--- config.mk ---
export PLATFORM = sky130hd
export DESIGN_NAME = nor_program_erase_sequencer_core
export DESIGN_NICKNAME = d
export VERILOG_FILES = /design/src/hw/rtl/npes_pkg.sv /design/src/hw/rtl/npes_front.sv /design/src/hw/rtl/npes_job_fifo.sv /design/src/hw/rtl/npes_back.sv /design/src/hw/rtl/nor_program_erase_sequencer_core.sv
export SDC_FILE = /design/constraint.sdc
export NUM_CORES = 1
export LEC_CHECK = 0
export ABC_AREA = 1
export BUFFER_PORTS_ARGS = -buffer_cell sky130_fd_sc_hd__buf_2
export CORE_UTILIZATION = 40
export DETAILED_ROUTE_END_ITERATION = 10
export PLACE_DENSITY = 0.61
export RECOVER_POWER = 50
export SLEW_MARGIN = 25
export SYNTH_ARGS = -nofsm -noshare
export SYNTH_HDL_FRONTEND = slang
export SYNTH_SLANG_ARGS = --single-unit
--- constraint.sdc ---
create_clock -name i_clk -period 3 [get_ports i_clk]
set_input_delay 0.15 -clock i_clk [delete_from_list [all_inputs] [get_ports i_clk]]
set_output_delay 0.15 -clock i_clk [all_outputs]
set_load 0.05 [all_outputs]
--- src/hw/rtl/npes_pkg.sv ---
// ----------------------------------------------------------------------------
// npes_pkg
// Types, codes and constants of the NOR program/erase command sequencer.
// ----------------------------------------------------------------------------
package npes_pkg;

    localparam int ADDRESS_BITS = 22;
    localparam int SECTOR_BITS  = 16;

    localparam int ADDR_W  = 22;
    localparam int DATA_W  = 16;
    localparam int RD_W    = 32;
    localparam int LIMIT_W = 18;
    localparam int STEP_W  = 3;

    localparam int ADDR_KEEP = (ADDRESS_BITS < ADDR_W) ? ADDRESS_BITS : ADDR_W;
    localparam logic [ADDR_W-1:0] ADDR_MASK   = ADDR_W'((64'd1 << ADDR_KEEP) - 64'd1);
    localparam logic [ADDR_W-1:0] SECTOR_MASK = ~ADDR_W'((64'd1 << SECTOR_BITS) - 64'd1);
    localparam logic [ADDR_W-1:0] WORD_MASK   = ~ADDR_W'(3);

    localparam logic [LIMIT_W-1:0] PROG_LIMIT_RST  = LIMIT_W'(10000);
    localparam logic [LIMIT_W-1:0] ERASE_LIMIT_RST = LIMIT_W'(200000);

    // job queue between front and back
    localparam int JOB_DEPTH = 4;
    localparam int JOB_AW    = 2;

    // input actions
    localparam logic [1:0] ACT_PROGRAM  = 2'd0;
    localparam logic [1:0] ACT_ERASE    = 2'd1;
    localparam logic [1:0] ACT_RESPONSE = 2'd2;

    // result kinds
    localparam logic [2:0] OP_WRITE   = 3'd0;
    localparam logic [2:0] OP_READ    = 3'd1;
    localparam logic [2:0] OP_DONE    = 3'd2;
    localparam logic [2:0] OP_TIMEOUT = 3'd3;
    localparam logic [2:0] OP_REJECT  = 3'd4;

    // job kinds
    localparam logic [2:0] JOB_PROG    = 3'd0;
    localparam logic [2:0] JOB_ERASE   = 3'd1;
    localparam logic [2:0] JOB_READ    = 3'd2;
    localparam logic [2:0] JOB_DONE    = 3'd3;
    localparam logic [2:0] JOB_TIMEOUT = 3'd4;
    localparam logic [2:0] JOB_REJECT  = 3'd5;

    // phases
    localparam logic [1:0] PH_IDLE  = 2'd0;
    localparam logic [1:0] PH_PROG  = 2'd1;
    localparam logic [1:0] PH_ERASE = 2'd2;

    // unlock cycle constants
    localparam logic [ADDR_W-1:0] UNLOCK_A1 = ADDR_W'(32'h0000_5555);
    localparam logic [ADDR_W-1:0] UNLOCK_A2 = ADDR_W'(32'h0000_2AAA);
    localparam logic [DATA_W-1:0] UNLOCK_D1 = 16'hAAAA;
    localparam logic [DATA_W-1:0] UNLOCK_D2 = 16'h5555;
    localparam logic [DATA_W-1:0] CMD_PROG  = 16'hA0A0;
    localparam logic [DATA_W-1:0] CMD_ERASE = 16'h8080;
    localparam logic [DATA_W-1:0] CMD_SECT  = 16'h3030;

    typedef struct packed {
        logic [1:0]        action;
        logic [ADDR_W-1:0] target_address;
        logic [DATA_W-1:0] program_data;
        logic [RD_W-1:0]   read_data;
    } t_in_item;

    typedef struct packed {
        logic [2:0]        op_kind;
        logic [ADDR_W-1:0] bus_address;
        logic [DATA_W-1:0] bus_data;
        logic              last;
    } t_out_item;

    typedef struct packed {
        logic [2:0]        kind;
        logic [ADDR_W-1:0] addr;
        logic [DATA_W-1:0] data;
    } t_job;

endpackage

--- src/hw/rtl/npes_front.sv ---
// ----------------------------------------------------------------------------
// npes_front
// Accepts commands and responses, keeps the polling state and turns each
// transaction into one job for the back end.
// ----------------------------------------------------------------------------
module npes_front import npes_pkg::*; (
    input  logic                i_clk,
    input  logic                i_rst_n,
    input  logic                i_accept,
    input  t_in_item            i_item,
    input  logic                i_cfg_we,
    input  logic                i_cfg_index,
    input  logic [LIMIT_W-1:0]  i_cfg_wdata,
    output t_job                o_job
);

    logic [1:0]         r_phase, n_phase;
    logic [ADDR_W-1:0]  r_saved_address, n_saved_address;
    logic [DATA_W-1:0]  r_saved_word, n_saved_word;
    logic [LIMIT_W-1:0] r_polls_left, n_polls_left;
    logic [LIMIT_W-1:0] r_prog_limit, r_erase_limit;

    logic              busy;
    logic [ADDR_W-1:0] addr;
    logic [ADDR_W-1:0] sector;
    logic [DATA_W-1:0] half;
    logic              ok;

    function automatic logic [LIMIT_W-1:0] first_budget(input logic [LIMIT_W-1:0] lim);
        first_budget = (lim == '0) ? '0 : lim - LIMIT_W'(1);
    endfunction

    assign busy   = (r_phase == PH_PROG) || (r_phase == PH_ERASE);
    assign addr   = i_item.target_address & ADDR_MASK;
    assign sector = addr & SECTOR_MASK;
    assign half   = r_saved_address[1] ? i_item.read_data[31:16] : i_item.read_data[15:0];

    always_comb begin
        n_phase         = r_phase;
        n_saved_address = r_saved_address;
        n_saved_word    = r_saved_word;
        n_polls_left    = r_polls_left;
        o_job           = '{kind: JOB_REJECT, addr: '0, data: '0};
        ok              = 1'b0;
        unique case (i_item.action)
            ACT_PROGRAM: begin
                if (!busy) begin
                    o_job           = '{kind: JOB_PROG, addr: addr, data: i_item.program_data};
                    n_phase         = PH_PROG;
                    n_saved_address = addr;
                    n_saved_word    = i_item.program_data;
                    n_polls_left    = first_budget(r_prog_limit);
                end
            end
            ACT_ERASE: begin
                if (!busy) begin
                    o_job           = '{kind: JOB_ERASE, addr: sector, data: '0};
                    n_phase         = PH_ERASE;
                    n_saved_address = sector;
                    n_saved_word    = '0;
                    n_polls_left    = first_budget(r_erase_limit);
                end
            end
            ACT_RESPONSE: begin
                if (busy) begin
                    if (r_phase == PH_PROG) begin
                        ok = (half == r_saved_word);
                    end else begin
                        ok = i_item.read_data[7] && i_item.read_data[23];
                    end
                    if (ok) begin
                        o_job.kind = JOB_DONE;
                        n_phase    = PH_IDLE;
                    end else if (r_polls_left == '0) begin
                        o_job.kind = JOB_TIMEOUT;
                        n_phase    = PH_IDLE;
                    end else begin
                        o_job.kind   = JOB_READ;
                        o_job.addr   = (r_phase == PH_PROG) ? (r_saved_address & WORD_MASK)
                                                            : r_saved_address;
                        n_polls_left = r_polls_left - LIMIT_W'(1);
                    end
                end
            end
            default: begin
                o_job.kind = JOB_REJECT;
            end
        endcase
    end

    always_ff @(posedge i_clk) begin
        if (!i_rst_n) begin
            r_phase         <= PH_IDLE;
            r_saved_address <= '0;
            r_saved_word    <= '0;
            r_polls_left    <= '0;
            r_prog_limit    <= PROG_LIMIT_RST;
            r_erase_limit   <= ERASE_LIMIT_RST;
        end else begin
            if (i_accept) begin
                r_phase         <= n_phase;
                r_saved_address <= n_saved_address;
                r_saved_word    <= n_saved_word;
                r_polls_left    <= n_polls_left;
            end
            if (i_cfg_we) begin
                if (i_cfg_index) begin
                    r_erase_limit <= i_cfg_wdata;
                end else begin
                    r_prog_limit <= i_cfg_wdata;
                end
            end
        end
    end

endmodule

--- src/hw/rtl/npes_job_fifo.sv ---
// ----------------------------------------------------------------------------
// npes_job_fifo
// Short job queue between the front and the back end.
// ----------------------------------------------------------------------------
module npes_job_fifo import npes_pkg::*; (
    input  logic i_clk,
    input  logic i_rst_n,
    input  logic i_push,
    input  t_job i_job,
    output logic o_full,
    input  logic i_pop,
    output t_job o_job,
    output logic o_empty
);

    t_job              r_mem [JOB_DEPTH];
    logic [JOB_AW-1:0] r_wr_ptr, r_rd_ptr;
    logic [JOB_AW:0]   r_count;
    logic              do_push, do_pop;

    assign o_full  = (r_count == (JOB_AW+1)'(JOB_DEPTH));
    assign o_empty = (r_count == '0);
    assign do_push = i_push && !o_full;
    assign do_pop  = i_pop && !o_empty;
    assign o_job   = r_mem[r_rd_ptr];

    always_ff @(posedge i_clk) begin
        if (do_push) begin
            r_mem[r_wr_ptr] <= i_job;
        end
    end

    always_ff @(posedge i_clk) begin
        if (!i_rst_n) begin
            r_wr_ptr <= '0;
            r_rd_ptr <= '0;
            r_count  <= '0;
        end else begin
            if (do_push) begin
                r_wr_ptr <= r_wr_ptr + JOB_AW'(1);
            end
            if (do_pop) begin
                r_rd_ptr <= r_rd_ptr + JOB_AW'(1);
            end
            if (do_push && !do_pop) begin
                r_count <= r_count + (JOB_AW+1)'(1);
            end else if (do_pop && !do_push) begin
                r_count <= r_count - (JOB_AW+1)'(1);
            end
        end
    end

endmodule

--- src/hw/rtl/npes_back.sv ---
// ----------------------------------------------------------------------------
// npes_back
// Expands the job at the queue head into bus cycles and status results,
// one result per cycle into the output register while it is empty or popped.
// ----------------------------------------------------------------------------
module npes_back import npes_pkg::*; (
    input  logic      i_clk,
    input  logic      i_rst_n,
    input  t_job      i_job,
    input  logic      i_job_empty,
    output logic      o_job_pop,
    input  logic      i_pop,
    output logic      o_empty,
    output t_out_item o_item
);

    logic [STEP_W-1:0] r_step;
    logic              r_out_valid;
    t_out_item         r_out;
    t_out_item         item;
    logic              advance, emit;

    assign advance = !r_out_valid || i_pop;
    assign emit    = advance && !i_job_empty;

    always_comb begin
        item = '{op_kind: OP_REJECT, bus_address: '0, bus_data: '0, last: 1'b1};
        unique case (i_job.kind)
            JOB_PROG: begin
                item.last    = 1'b0;
                item.op_kind = OP_WRITE;
                case (r_step)
                    3'd0:    begin item.bus_address = UNLOCK_A1; item.bus_data = UNLOCK_D1; end
                    3'd1:    begin item.bus_address = UNLOCK_A2; item.bus_data = UNLOCK_D2; end
                    3'd2:    begin item.bus_address = UNLOCK_A1; item.bus_data = CMD_PROG;  end
                    3'd3:    begin item.bus_address = i_job.addr; item.bus_data = i_job.data; end
                    default: begin
                        item.op_kind     = OP_READ;
                        item.bus_address = i_job.addr & WORD_MASK;
                        item.last        = 1'b1;
                    end
                endcase
            end
            JOB_ERASE: begin
                item.last    = 1'b0;
                item.op_kind = OP_WRITE;
                case (r_step)
                    3'd0:    begin item.bus_address = UNLOCK_A1; item.bus_data = UNLOCK_D1; end
                    3'd1:    begin item.bus_address = UNLOCK_A2; item.bus_data = UNLOCK_D2; end
                    3'd2:    begin item.bus_address = UNLOCK_A1; item.bus_data = CMD_ERASE; end
                    3'd3:    begin item.bus_address = UNLOCK_A1; item.bus_data = UNLOCK_D1; end
                    3'd4:    begin item.bus_address = UNLOCK_A2; item.bus_data = UNLOCK_D2; end
                    3'd5:    begin item.bus_address = i_job.addr; item.bus_data = CMD_SECT; end
                    default: begin
                        item.op_kind     = OP_READ;
                        item.bus_address = i_job.addr;
                        item.last        = 1'b1;
                    end
                endcase
            end
            JOB_READ: begin
                item.op_kind     = OP_READ;
                item.bus_address = i_job.addr;
            end
            JOB_DONE:    item.op_kind = OP_DONE;
            JOB_TIMEOUT: item.op_kind = OP_TIMEOUT;
            default:     item.op_kind = OP_REJECT;
        endcase
    end

    assign o_job_pop = emit && item.last;
    assign o_empty   = !r_out_valid;
    assign o_item    = r_out;

    always_ff @(posedge i_clk) begin
        if (advance) begin
            r_out <= item;
        end
    end

    always_ff @(posedge i_clk) begin
        if (!i_rst_n) begin
            r_step      <= '0;
            r_out_valid <= 1'b0;
        end else begin
            if (advance) begin
                r_out_valid <= !i_job_empty;
            end
            if (emit) begin
                r_step <= item.last ? '0 : r_step + STEP_W'(1);
            end
        end
    end

endmodule

--- src/hw/rtl/nor_program_erase_sequencer_core.sv ---
// ----------------------------------------------------------------------------
// nor_program_erase_sequencer_core
// AMD-style NOR program/erase command sequencer with completion polling.
// ----------------------------------------------------------------------------
// Input queue: push/full. Program, erase and read-response transactions enter
// through i_in_item; one is taken per cycle while full is low.
// Result queue: empty/pop. Each transaction yields 1 to 7 results (bus writes,
// bus reads, done, timeout or rejected); the final one carries last.
// With the back end idle, a taken transaction's first result passes the job
// queue and output register. The back end issues one result per cycle while
// its output is empty or popped; a program gives 5, an erase 7, a response 1.
// The front takes one per cycle; a 4-entry job queue absorbs the difference.
// Poll limits are written through i_cfg_* (index 0 program, 1 erase); the user
// writes them only while the block is idle, which the block does not enforce.
// Reset: synchronous, active low; clears the phase, the job queue and the
// output valid flag and restores the poll limits to 10000 and 200000.
// When pop stays low the current result holds; the job queue fills and full
// rises once four jobs are waiting, counting the one being expanded.
// ----------------------------------------------------------------------------
module nor_program_erase_sequencer_core import npes_pkg::*; (
    input  logic               i_clk,
    input  logic               i_rst_n,
    input  logic               push,
    output logic               full,
    input  t_in_item           i_in_item,
    output logic               empty,
    input  logic               pop,
    output t_out_item          o_out_item,
    input  logic               i_cfg_we,
    input  logic               i_cfg_index,
    input  logic [LIMIT_W-1:0] i_cfg_wdata
);

    t_job front_job, head_job;
    logic accept, job_empty, job_pop;

    assign accept = push && !full;

    npes_front u_front (
        .i_clk       (i_clk),
        .i_rst_n     (i_rst_n),
        .i_accept    (accept),
        .i_item      (i_in_item),
        .i_cfg_we    (i_cfg_we),
        .i_cfg_index (i_cfg_index),
        .i_cfg_wdata (i_cfg_wdata),
        .o_job       (front_job)
    );

    npes_job_fifo u_fifo (
        .i_clk   (i_clk),
        .i_rst_n (i_rst_n),
        .i_push  (accept),
        .i_job   (front_job),
        .o_full  (full),
        .i_pop   (job_pop),
        .o_job   (head_job),
        .o_empty (job_empty)
    );

    npes_back u_back (
        .i_clk       (i_clk),
        .i_rst_n     (i_rst_n),
        .i_job       (head_job),
        .i_job_empty (job_empty),
        .o_job_pop   (job_pop),
        .i_pop       (pop),
        .o_empty     (empty),
        .o_item      (o_out_item)
    );

endmodule

==> metrics.txt <==
max-cap viol count 1; initial antenna violation count 0; Crit path arrival time between 3 and 4 ns; CP Max Fanout 16; CP required 3.41 ns; DRC 0; Primary FF master, synth edfxtp_1; Rel. slew slack -26.1%; register bit total from synthesis approximately 310; final wirelength 38800 µm; Syn Area/Cell around 9 µm²; Yosys top cell area share between 40% and 50%; H-tree Lvls 2; multi-input logic area around 5700 µm²; Cells after Synth approximately 1.7k; first-pass GRT wire length a little over 60000 µm; fraction of layout cells with a size suffix above 1 between 10% and 20%; EDFF count, synth 206; fmax ~360 MHz; Final Hold Viols 0; Initial Util between 40% and 50%; minimum clock period 2.77 ns; biggest area consumer among synthesized cells edfxtp_1; Pwr Density a little over 800 nW/µm²; DRT Pass-1 Iters 8; failing checks max-capacitance violations, max-slew violations; CP endpoint kind flop; post-synthesis sequential area ratio a little under three fifths; final max-slew violation count 48; critical path class reg2reg; gr ovfl total 0; register area approximately 8300 µm²; final setup vio count 0; Final Net Count 2004; Die Width roughly 190 µm; status complete, but fails checks; Synth cell types between 40 and 50; num ports 140; fill count roughly 3.5k; Area Overhead vs Synth 19.0%; # port buffers about 140; RSZ-0062 raised after global routing no; die height just under 200 µm; Sink Count 313; routability cong. around 0.9; die area 37900 µm²; initial drt markers just over 800; Post-DRT Antenna Nets 0; core area 36600 µm²; CTS tree yes; row cnt 70; DP HPWL about 26000 µm; R2R Setup Slk 0.23 ns; Critical-path top delay cell fa_1; Synth Net Count 1818; Hold Crit Class in2reg; worst clock skew between 0.02 and 0.03 ns; CTS max path bufs 3; Worst path max stage delay 0.41 ns; clk_lat worst skew 0.52 ns; post-layout util 48.3%; vias after detailed routing approximately 12k; total design power about 15 mW; Via density 5.17; worst path cell trace inv_2 > buf_4 > nand2_1 > nand3_1 > nand2_1 > nor2_2 > o2111ai_2 > nand2_2 > nand2_1 > ha_1 > inv_1 > fa_1 > o21ai_0 > nor2_1; DR WL/cell roughly 16 µm; Final Cycle Share approximately 92%; most frequent cells in the layout nand2_1, nor2_1, edfxtp_1, a21oi_1, inv_1; Ys Warns 0; most common cell after layout, fill and taps aside nand2_1; GRT Total Usage about a fifth; largest net degree at the start of global routing 50; Clock transition at path regs around 0.060 ns; Num CTS Buffers 36; Mapped Area around 15000 µm²; Pleak approximately 7 nW; Post-CTS Setup Inserts 0; Worst VDD drop about 0.37 mV; Antenna Cells 0; Worst Tran Pin Value about 1.9 ns; most used cell, CP nand2_1; top post-synthesis cells by area edfxtp_1, dfxtp_1, nand2_1, nor2_1, a21oi_1; Post-synth ARST share 0%; type of origin of the critical path flop; vias in the first global route around 12k; Root Buffer clkbuf_16
-- power by group --
group	internal, mW	leakage, nW	switching, mW
clock network	2.35	0.548	1.72
logic	1.29	3.74	3.52
registers	5.45	2.89	0.285
total	9.08	7.19	5.53
-- metrics by stage --
stage	cell area [µm²]	std cells	setup TNS, ns	setup slack, ns	hold WS (ns)
after floorplan	14900	1701	-24.22	-0.147	0.263
after global placement	16200	2266	0	0.207	0.383
after detailed placement	16200	2266	0	0.148	0.382
after CTS	17800	2382	0	0.133	0.00162
after global routing	17700	2382	0	0.00686	0.00957
final	17700	2382	0	0.232	0.0224
-- final timing paths --
path                               start                     endpoint  depth (start not counted)
min                        i_in_item[49]   u_front.r_saved_address[1]                          3
max                                 flop            u_fifo.r_count[1]                         14
min reg2reg  u_front.r_saved_address[11]  u_front.r_saved_address[11]                          2
max reg2reg                         flop            u_fifo.r_count[1]                         14
-- logic make-up after synthesis --
group                    after synthesis  synth area share, %
buffers and inverters                220                 5.99
AND/OR/NAND/NOR                      782                 21.8
flip-flops                           313                 56.0
adder cells (fa/ha/maj)               21                 1.82
AO/OA/AOI/OAI                        342                 13.0
XOR/XNOR                              23                 1.35
-- state kept, by name (all words and copies together) (netlist names), named ones only --
name                     count
u_fifo.r_wr_ptr              2
u_front.r_saved_address     22
u_fifo.r_count               3
u_fifo.r_rd_ptr              2
u_front.r_phase              2
u_back.r_step                3
u_front.r_saved_word        16
u_back.r_out_valid           1
u_front.r_polls_left        18
u_front.r_prog_limit        18
u_front.r_erase_limit       18
u_back.o_item               42
u_fifo.r_mem               164
-- critical path, delay by kind of cell (launching register included) --
kind	cells	cell delay [ns]
buf+inv	3	0.41
fa+ha+maj	2	0.62
simple gates	7	0.88
compound gates	2	0.39
flops	1	0.38
-- synth_stat cells (all sizes together), types with 8 or more instances --
cell type / n
edfxtp: 206
inv: 137
ha: 20
nor3: 8
o211ai: 16
a211oi: 16
o21ai: 117
o22ai: 13
nand2: 403
nor2: 215
buf: 25
xor2: 20
dfxtp: 107
a221o: 11
a21oi: 154
nand4: 19
nand3: 124
clkbuf: 56
-- metal layers --
| metal | GRT usage, % | vias up | part of all wire, % | routed length, µm |
|---|---|---|---|---|
| li1 | - | 6144 | - | - |
| met1 | 26.2 | 5777 | 44 | 17100 |
| met2 | 35.8 | 331 | 49 | 19000 |
| met3 | 2.69 | 62 | 5.0 | 1940 |
| met4 | 5.80 | 0 | 2.2 | 840 |
| met5 | 0 | - | 0 | 0 |
-- cell type report --
type,instances,share of cell area [%]
Multi-Input combinational cell,1168,32.1
Inverter,139,2.98
Clock buffer,49,5.65
Tap cell,468,3.31
Sequential cell,313,47.1
Timing Repair Buffer,229,8.25
Clock inverter,16,0.587
-- timing repair --
item | CTS | global route
hold buffers | 51 | 0
resized for setup | 0 | 2
endpoints found under the setup margin | 0 | 1
endpoints found under the hold margin | 69 | 0
(Power assumes the default switching activity.)
